[src/sv/tic_pkg.sv]
// tic_pkg: shared types and codes for the transmit interrupt coalescer.
// Used by tic_front, tic_queue, tic_back and the top level; depends on nothing.
package tic_pkg;

    localparam int OP_W     = 3;
    localparam int NIC_IN_W = 2;
    localparam int ADDR_W   = 32;
    localparam int LEN_W    = 13;
    localparam int STATUS_W = 2;
    localparam int SLOT_W   = 5;
    localparam int INF_OUT_W = 6;
    localparam int STAT_W   = 32;
    localparam int SINCE_W  = 16;
    localparam int LOG2_W   = 3;
    localparam int MARGIN_W = 4;
    localparam int CFG_IDX_W  = 1;
    localparam int CFG_DATA_W = 4;

    // operation codes on the request port
    localparam logic [OP_W-1:0] OPC_POST    = 3'd0;
    localparam logic [OP_W-1:0] OPC_PIO     = 3'd1;
    localparam logic [OP_W-1:0] OPC_RECLAIM = 3'd2;
    localparam logic [OP_W-1:0] OPC_READ    = 3'd3;
    localparam logic [OP_W-1:0] OPC_CLEAR   = 3'd4;
    localparam logic [OP_W-1:0] OPC_INIT    = 3'd5;

    // result status codes
    localparam logic [STATUS_W-1:0] ST_OK    = 2'd0;
    localparam logic [STATUS_W-1:0] ST_FULL  = 2'd1;
    localparam logic [STATUS_W-1:0] ST_EMPTY = 2'd2;

    // configuration register indexes
    localparam logic [CFG_IDX_W-1:0] CFG_IRQ_EVERY = 1'b0;
    localparam logic [CFG_IDX_W-1:0] CFG_MARGIN    = 1'b1;

    // classified operation
    typedef enum logic [2:0] {
        OP_POST,
        OP_PIO,
        OP_RECLAIM,
        OP_READ,
        OP_CLEAR,
        OP_INIT
    } op_t;

    typedef struct packed {
        op_t                 op;
        logic                nic_ok;
        logic [NIC_IN_W-1:0] nic;
        logic [ADDR_W-1:0]   buffer_addr;
        logic [LEN_W-1:0]    frame_length;
        logic                tail_complete;
    } item_t;

endpackage

[src/sv/tic_queue.sv]
// tic_queue: short request queue between front and back.
// Depends on tic_pkg.
module tic_queue #(
    parameter int DEPTH = 2
) (
    input  logic           clk,
    input  logic           rst_n,
    input  logic           push,
    input  tic_pkg::item_t push_item,
    input  logic           pop,
    output logic           valid,
    output logic           full,
    output tic_pkg::item_t head_item
);

    localparam int PTR_W = (DEPTH > 1) ? $clog2(DEPTH) : 1;
    localparam int CNT_W = $clog2(DEPTH + 1);

    tic_pkg::item_t    slots_reg [DEPTH];
    logic [PTR_W-1:0]  rd_ptr_reg, rd_ptr_next;
    logic [PTR_W-1:0]  wr_ptr_reg, wr_ptr_next;
    logic [CNT_W-1:0]  count_reg, count_next;
    logic              do_push, do_pop;

    assign valid     = (count_reg != '0);
    assign full      = (count_reg == CNT_W'(DEPTH));
    assign head_item = slots_reg[rd_ptr_reg];
    assign do_push   = push && !full;
    assign do_pop    = pop && valid;

    always_comb
    begin
        rd_ptr_next = rd_ptr_reg;
        wr_ptr_next = wr_ptr_reg;
        count_next  = count_reg;
        if (do_pop)
        begin
            rd_ptr_next = (rd_ptr_reg == PTR_W'(DEPTH - 1)) ? '0 : rd_ptr_reg + 1'b1;
        end
        if (do_push)
        begin
            wr_ptr_next = (wr_ptr_reg == PTR_W'(DEPTH - 1)) ? '0 : wr_ptr_reg + 1'b1;
        end
        if (do_push && !do_pop)
        begin
            count_next = count_reg + 1'b1;
        end
        else if (do_pop && !do_push)
        begin
            count_next = count_reg - 1'b1;
        end
    end

    always_ff @(posedge clk or negedge rst_n)
    begin
        if (!rst_n)
        begin
            rd_ptr_reg <= '0;
            wr_ptr_reg <= '0;
            count_reg  <= '0;
        end
        else
        begin
            rd_ptr_reg <= rd_ptr_next;
            wr_ptr_reg <= wr_ptr_next;
            count_reg  <= count_next;
        end
    end

    always_ff @(posedge clk)
    begin
        if (do_push)
        begin
            slots_reg[wr_ptr_reg] <= push_item;
        end
    end

endmodule

[config.mk]
export PLATFORM = sky130hd
export DESIGN_NAME = tic_queue
export DESIGN_NICKNAME = d
export VERILOG_FILES = /design/src/sv/tic_pkg.sv /design/src/sv/tic_queue.sv
export SDC_FILE = /design/constraint.sdc
export NUM_CORES = 1
export LEC_CHECK = 0
export BUFFER_PORTS_ARGS = -buffer_cell sky130_fd_sc_hd__buf_2
export CAP_MARGIN = 10
export CORE_MARGIN = 2
export CORE_UTILIZATION = 47
export CTS_BUF_LIST = sky130_fd_sc_hd__clkbuf_8 sky130_fd_sc_hd__clkbuf_16
export DETAILED_ROUTE_END_ITERATION = 8
export PLACE_DENSITY = 0.75
export SLEW_MARGIN = 20
export SYNTH_ARGS = -nofsm -noshare
export SYNTH_HDL_FRONTEND = slang
export SYNTH_SLANG_ARGS = --single-unit
[constraint.sdc]
create_clock -name clk -period 3.4 [get_ports clk]
set_clock_uncertainty 0.2 [all_clocks]
set_input_delay 0.51 -clock clk [delete_from_list [all_inputs] [get_ports clk]]
set_output_delay 0.51 -clock clk [all_outputs]
set_load 0.005 [all_outputs]
* Word-level counts from Yosys, hierarchy flattened *
Memory sizes are Yosys's and may differ from the RTL's.
Cells that the tools add are included.

operators by class
  add/sub/neg operators = 4
  equal/unequal tests = 1
  muxes and demuxes = 6
  reductions and logical operators = 9

operators with widths
  operator               number
  $logic_and A1 B1 Y1    4
  $mux W1                4
  $mux W2                2
  $reduce_bool A2 Y1     2
  $logic_not A1 Y1       3
  $add A1 B1 Y1 const B  2
  $add A2 B1 Y2 const B  1
  $eq A2 B2 Y1 const B   1
  $sub A2 B1 Y2 const B  1

storage, ports and cells
  bits in registers = 4
  bits in writable memories = 104
  bits of input ports = 56
  output and inout bits = 54
  logic and storage cells = 24
  memories = 1

memory list
  memory     words  bits a word  rd ports  clocked after memory_dff  wr ports  RTL line         text
  slots_reg  2      52           1         0                         1         tic_queue.sv:19  tic_pkg::item_t slots_reg [DEPTH];

* Longest topological paths before layout *
Gate-level depths: netlist of run 1.

  depth after elaboration = 7
  gate-level depth with buffers = 7
  depth with buffers taken out = 7

* Least setup slack after synthesis of run 1 *
OpenSTA, ideal clock, no wires.

  path type = reg2reg
  from = register count_reg[0]
  to = memory slots_reg[0][0] in the netlist's numbering, enable pin
  library setup time = 0.462 ns
  arrival time = 2.804 ns
  required time = 2.738 ns
  path slack = -0.065 ns
  stages on the path, launching flop included = 4
  path buffers = 0
  clock period less this slack = 3.465 ns
  path through = dfrtp_1 > nand2b_1 > nand2_1 > nor2_1

on the way
  cells in the longest elaborated chain, start to end = 5

RTL lines
  item                           RTL line         text
  from (decl)                    tic_queue.sv:22  logic [CNT_W-1:0] count_reg, count_next;
  from (signal assigned)         tic_queue.sv:66  count_reg <= count_next;
  $eq A2 B2 Y1                   tic_queue.sv:26  assign full = (count_reg == CNT_W'(DEPTH));
  $logic_not A1 Y1               tic_queue.sv:28  assign do_push = push && !full;
  $logic_and A1 B1 Y1            tic_queue.sv:28
  $mux W1                        tic_queue.sv:72  if (do_push)
  $mux W1 (not written as such)  tic_queue.sv:74  slots_reg[wr_ptr_reg] <= push_item;
  to (decl)                      tic_queue.sv:19

No other way between the ends.

==> results of run 1 <==
## critical path, cell delays in order, from the launching register on
cell,delay (ns)
dfrtp_4,1.07
mux2_2,0.41
buf_2,0.12
## through the flow
stage / utilization, % / cells
after global placement: 55.6 / 395
after detailed placement: 55.6 / 395
final: 57.7 / 412
after CTS: 57.7 / 412
after floorplan: - / 181
after global routing: 57.7 / 412
## cell families after synthesis
kind of cell / Yosys count / share of synthesized area (%)
multiplexers: 52 / 18.3
XOR/XNOR: 5 / 1.04
flip-flops: 108 / 76.7
adder cells (fa/ha/maj): 1 / 0.298
buffers and inverters: 8 / 2.83
AND/OR/NAND/NOR: 7 / 0.863
## worst paths after layout
check                           cells after the start                    endpoint  slack (ns)
worst max-delay path                                2               head_item[35]        0.70
worst min register to register                      1    count_reg[1]$_DFFE_PN0P_        0.31
worst max register to register                      4   slots_reg[0][6]$_DFFE_PP_        1.31
min in group asynchronous                           2      wr_ptr_reg$_DFFE_PN0N_        0.28
max in group asynchronous                           2      rd_ptr_reg$_DFFE_PN0P_        2.58
worst min-delay path                                1  slots_reg[0][18]$_DFFE_PP_        0.13
## cell usage after synthesis, drive strengths merged
master and count:
edfxtp 104, dfrtp 4, xnor2 3, and3 1, inv 2, nand2 2
xor2 2, or2 1, buf 6, nor2 2, ha 1, nand2b 1
mux2 52
## metal layers
layer,GRT usage (%),up-vias
met2,23.8,65
met4,5.37,0
met5,0,-
met3,3.33,7
met1,15.3,963
li1,-,943
## power groups by stage
stage	Clock (W)	Combinational, W	Sequential (W)
after detailed placement	0	0.00121	0.00211
after CTS	0.000714	0.00121	0.00208
final	0.000684	0.00118	0.00207
after global placement	0	0.00119	0.00209
after global routing	0.000763	0.00128	0.00211
after floorplan	0	0.00103	0.00192
## layout by cell type, fill, tap and decap left out, types with 2 or more instances in the layout
cell / count
edfxtp_1: 104
buf_2: 109
dfrtp_1: 3
xor2_1: 2
inv_1: 2
buf_4: 2
clkinv_2: 2
mux2_4: 49
xnor2_1: 3
clkbuf_8: 9
mux2_2: 3
## timing repair
action | 4_1_cts | 5_1_grt
hold buffers | 1 | 0
setup endpoints to repair | 0 | 0
resized for setup | 0 | 0
endpoints found under the hold margin | 4 | 0
## area by class of cell
class                           count  area (sq um)
Clock buffer                        9           124
Tap cell                          108           135
Timing Repair Buffer              113           591
Multi-Input combinational cell     65           871
Fill cell                         694          3670
Inverter                            2          7.51
Sequential cell                   108          3230
Clock inverter                      7          50.0
==> run summary, run 1 <==
status = complete, no violations
n_diodes = 0
Die ar. = 0.00972 sq mm
drt initial violations = 45
Critical Path AT = 1.99 ns
clock sink count = 108
crit path from = rd_ptr_reg$_DFFE_PN0P_
Synth Cell Area = 0.00420 sq mm
share of the synthesized area in the top cell type = 74.3%
synthesized area per cell = 23.2 sq um
#FFs+latches synth = 108
crit-path max FO = 53
first-pass GRT wire length = 9740 um
IO Count = 110
final worst-path cycle share = 79.5%
input/output buffers = 109
met1 WL = 2560 um
switching pwr = 0.00110 W
hold_sp = push_item[18]
Worst setup SP type = flop
Setup Fix Bufs, Post-CTS = 0
site row count = 34
sw frac = 27.9%
Clock transition at path regs = 0.11 ns
DP Area = 0.00482 sq mm
Worst-Margin Slew = 0.964 ns
via count = 1978
Clock Root Buffer = clkbuf_8
ranking of synthesized cells by area = edfxtp_1, mux2_4, buf_12
Die H = 98.6 um
per-cell routed wire length = 15.6 um
Final Hold Fails = 0
global route total overflow = 0
Overall Global Routing Usage = 13.3%
Seq/Total Area, Yosys = 76.7%
Peak VDD IR = 0.000554 V
Skew-Pair Late Insertion Delay = 0.34 ns
cts bufs inserted = 9
Ys Warns = 0
GP Congestion = 0.673
Hold WC Path Type = input pin to flop
clock power share = 17.4%
Via density = 4.80
Yosys top cell by area = edfxtp_1
min Tclk post-route = 2.70 ns
dpl hpwl = 4320 um
power per cell area = 786 mW/mm^2
FF-to-FF Start = count_reg[0]$_DFFE_PN0P_
Detail Route met3 WL = 389 um
core area = 0.00868 sq mm
final setup margin = 0.698 ns
Syn-to-layout area delta = 19.0%
largest net degree at the start of global routing = 54
Setup violations, final = 0
vias in the first global route = 2035
Post-Syn Nets = 238
final wirelength = 6440 um
Largest register FFs = 104
max-cap violation count = 0
CP Class = flop to output pin
worst hold slack = 0.131 ns
Longest Clk Path Bufs = 2
Internal = 0.00284 W
DRC errors left = 0
RSZ-0062 raised after global routing = no
Place WS = 1.05 ns
H-tree levels = 3
share of layout cells above drive strength 1 = 60.2%
Pwr Total = 0.00393 W
Slew headroom = 35.7%
Logic pwr share = 30.1%
CTS tree = done
Die Wd = 98.6 um
Routed Antenna Nets = 0
CP Data Required Time = 2.69 ns
uppermost layer routed = met4
initial antenna violation count = 0
power share of the sequential group = 52.6%
critical path capture point type = output pin
fmax = 370 MHz
Final Slew Violations = 0
met2 wire len = 3440 um
drt first pass iters = 4
Distinct cells, synth = 16
nets@finish = 356
Mapped Cells = 181
Starting Density = 48.4%
setup TNS = 0 ns
Design Area, Final = 0.00500 sq mm
Lkg Pwr = 2.03 nW
No activity file was read; power rests on OpenSTA's default activity.
==> run 2: changes to the inputs <==
--- a/config.mk
+++ b/config.mk
@@ -5,13 +5,14 @@
 export SDC_FILE = /design/constraint.sdc
 export NUM_CORES = 1
 export LEC_CHECK = 0
+export ABC_AREA = 1
 export BUFFER_PORTS_ARGS = -buffer_cell sky130_fd_sc_hd__buf_2
 export CAP_MARGIN = 10
 export CORE_MARGIN = 2
 export CORE_UTILIZATION = 47
 export CTS_BUF_LIST = sky130_fd_sc_hd__clkbuf_8 sky130_fd_sc_hd__clkbuf_16
 export DETAILED_ROUTE_END_ITERATION = 8
-export PLACE_DENSITY = 0.75
+export PLACE_DENSITY = 0.76
 export SLEW_MARGIN = 20
 export SYNTH_ARGS = -nofsm -noshare
 export SYNTH_HDL_FRONTEND = slang
==> constraint.sdc (replaced) <==
create_clock -name clk -period 2.39 [get_ports clk]
set_clock_uncertainty 0.2 [all_clocks]
set_input_delay 0.3585 -clock clk [delete_from_list [all_inputs] [get_ports clk]]
set_output_delay 0.3585 -clock clk [all_outputs]
set_load 0.005 [all_outputs]
==> run 2 against run 1 <==
- count of clock-buffer cells in the layout unchanged
- sequential share of layout area down 4.8 points
- routed wire length up 27%
- area after synthesis down 3.5%
- clock power up 56%
- critical path depth up 2
- cell count up 41%
==> run summary, run 2 <==
nets@finish = 528 (was 356)
Max stage delay cell, worst path = dfrtp_2 (was dfrtp_4)
Clock transition at path regs = 0.09 ns (was 0.11 ns)
dpl hpwl = 4880 um (was 4320 um)
H-tree levels = 3 (unchanged)
Multi-input gate area = 701 sq um (was 871 sq um)
Place WS = 0.645 ns (was 1.05 ns)
most common cell in the netlist = nand2_1 (was edfxtp_1)
Mapped Cells = 303 (was 181)
synthesized area per cell = 13.4 sq um (was 23.2 sq um)
DRC errors left = 0 (unchanged)
share of layout cells above drive strength 1 = 28.8% (was 60.2%)
Slew headroom = 69.0% (was 35.7%)
Worst setup SP type = flop (unchanged)
Overall Global Routing Usage = 17.6% (was 13.3%)
Synth Cell Area = 0.00406 sq mm (was 0.00420 sq mm)
global route total overflow = 0 (unchanged)
sw frac = 33.1% (was 27.9%)
Via density = 4.70 (was 4.80)
ranking of synthesized cells by area = edfxtp_1, nand2_1, dfrtp_1 (was edfxtp_1, mux2_4, buf_12)
power share of the sequential group = 48.6% (was 52.6%)
CP Class = flop to output pin (unchanged)
setup TNS = 0 ns (unchanged)
worst hold slack = 0.0607 ns (was 0.131 ns)
drt initial violations = 129 (was 45)
Final Slew Violations = 0 (unchanged)
Filler Cell Count = 647 (was 694)
Synth top cells by count = nand2_1, edfxtp_1, buf_6, inv_1, buf_4 (was edfxtp_1, mux2_4, buf_12, dfrtp_1)
Largest delay share family, worst path = flip-flops (unchanged)
Post-Syn Nets = 360 (was 238)
Peak VDD IR = 0.000529 V (was 0.000554 V)
Critical Path AT = 1.58 ns (was 1.99 ns)
Largest register FFs = 104 (unchanged)
FF/Latch Area = 0.00322 sq mm (was 0.00323 sq mm)
Hold WC Path Type = input pin to flop (unchanged)
most common cell after layout, fill and taps aside = nand2_1 (was buf_2)
clock power share = 19.1% (was 17.4%)
IO Count = 110 (unchanged)
critical path cell sequence = inv_6 > nand2_1 > nand2_1 > buf_2 (was mux2_2 > buf_2)
share of the synthesized area in the top cell type = 77.0% (was 74.3%)
Distinct cells, synth = 17 (was 16)
core area = 0.00830 sq mm (was 0.00868 sq mm)
Final Hold Fails = 0 (unchanged)
RSZ-0062 raised after global routing = no (unchanged)
Die ar. = 0.00939 sq mm (was 0.00972 sq mm)
Starting Density = 48.9% (was 48.4%)
max-cap violation count = 0 (unchanged)
#FFs+latches synth = 108 (unchanged)
fraction of registers with async set/reset = 3.70% (unchanged)
worst path bufs/invs = 2 (was 1)
Longest Clk Path Bufs = 2 (unchanged)
Setup violations, final = 0 (unchanged)
per-cell routed wire length = 14.1 um (was 15.6 um)
via count = 2730 (was 1978)
Internal = 0.00376 W (was 0.00284 W)
CP peak stage delay = 0.52 ns (was 1.07 ns)
Seq/Total Area, Yosys = 79.5% (was 76.7%)
Clock Root Buffer = clkbuf_8 (unchanged)
Syn-to-layout area delta = 33.2% (was 19.0%)
Ys Warns = 0 (unchanged)
CTS tree = done (unchanged)
final wirelength = 8170 um (was 6440 um)
switching pwr = 0.00186 W (was 0.00110 W)
cts bufs inserted = 9 (unchanged)
commonest non-fill, non-tap cells in the layout = nand2_1, buf_2, edfxtp_1 (was buf_2, edfxtp_1, mux2_4)
largest net degree at the start of global routing = 54 (unchanged)
Yosys top cell by area = edfxtp_1 (unchanged)
first-pass GRT wire length = 13000 um (was 9740 um)
n_diodes = 0 (unchanged)
clock sink count = 108 (unchanged)
Lkg Pwr = 2.36 nW (was 2.03 nW)
Routed Antenna Nets = 0 (unchanged)
crit-path max FO = 53 (unchanged)
vias in the first global route = 2773 (was 2035)
fmax = 467 MHz
Skew-Pair Late Insertion Delay = 0.35 ns (was 0.34 ns)
Die H = 96.9 um (was 98.6 um)
initial antenna violation count = 0 (unchanged)
site row count = 33 (was 34)
Worst-Margin Slew = 0.460 ns (was 0.964 ns)
final worst-path cycle share = 89.7%
number of synthesized flops with an enable pin = 104 (unchanged)
min Tclk post-route = 2.14 ns
GP Congestion = 0.716 (was 0.673)
Logic pwr share = 32.3% (was 30.1%)
Die Wd = 96.9 um (was 98.6 um)
critical path capture point type = output pin (unchanged)
status = complete, no violations (unchanged)
CP Data Required Time = 1.83 ns (was 2.69 ns)
power per cell area = 1040 mW/mm^2 (was 786 mW/mm^2)
Pwr Total = 0.00562 W (was 0.00393 W)
drt first pass iters = 4 (unchanged)
final setup margin = 0.247 ns (was 0.698 ns)
input/output buffers = 109 (unchanged)
top_reg_cell synth = edfxtp_1 (unchanged)
Crit path top cell by count = nand2_1
[run 2: metrics by stage]
stage | instance area, sq um | utilization (%) | std cells
floorplan | 4060 | - | 303
global placement | 4680 | 56.4 | 512
detailed placement | 4680 | 56.4 | 512
CTS | 5390 | 65.0 | 580
global route | 5400 | 65.1 | 581
finish | 5400 | 65.1 | 581
[run 2: repair_timing]
item                      in CTS  in global routing
resized for setup              0                  0
hold endpoints to repair     106                  1
hold buffers                  52                  1
setup buffers                  0                  0
[run 2: path summary, 6_finish.rpt]
| check | start | depth (start not counted) | end | slack [ns] |
|---|---|---|---|---|
| setup / recovery | rd_ptr_reg$_DFFE_PN0P_ | 4 | head_item[7] | 0.25 |
| hold / removal | pop | 3 | rd_ptr_reg$_DFFE_PN0P_ | 0.06 |
| setup reg to reg | count_reg[1]$_DFFE_PN0P_ | 4 | slots_reg[1][39]$_DFFE_PP_ | 0.65 |
| hold reg to reg | wr_ptr_reg$_DFFE_PN0N_ | 2 | wr_ptr_reg$_DFFE_PN0N_ | 0.29 |
| max in group asynchronous | rst_n | 2 | rd_ptr_reg$_DFFE_PN0P_ | 1.73 |
| min in group asynchronous | rst_n | 2 | count_reg[1]$_DFFE_PN0P_ | 0.12 |
[run 2: layout make-up]
cell class | count | share of cell area (%)
sequential | 108 | 59.7
timing repair buffer | 168 | 20.7
multi-input combinational | 176 | 13.0
tap | 105 | 2.43
clock buffer | 9 | 2.29
clock inverter | 7 | 1.25
inverter | 8 | 0.648
[run 2: metal layers]
layer / GRT usage, % / share of wire, %
met1: 20.0 / 40
met5: 0 / 0
met4: 6.07 / 1.7
met2: 32.1 / 54
met3: 4.62 / 5.0
[run 2: cells by family after synthesis]
group	synth area share (%)
xor+xnor	0.216
buf+inv	3.45
fa+ha+maj	0.308
simple gates	16.4
compound gates	0.123
flops	79.5
[run 2: power groups by stage]
stage               combinational (W)  sequential, W  clock, W
CTS                           0.00185        0.00273   0.00110
global placement              0.00174        0.00275         0
global route                  0.00205        0.00276   0.00117
finish                        0.00182        0.00273   0.00107
floorplan                     0.00114        0.00272         0
detailed placement            0.00177        0.00277         0
[run 2: worst min-delay path: stages]
cell     delay (ns)
buf_2          0.09
nand3_1        0.07
nand2_1        0.07
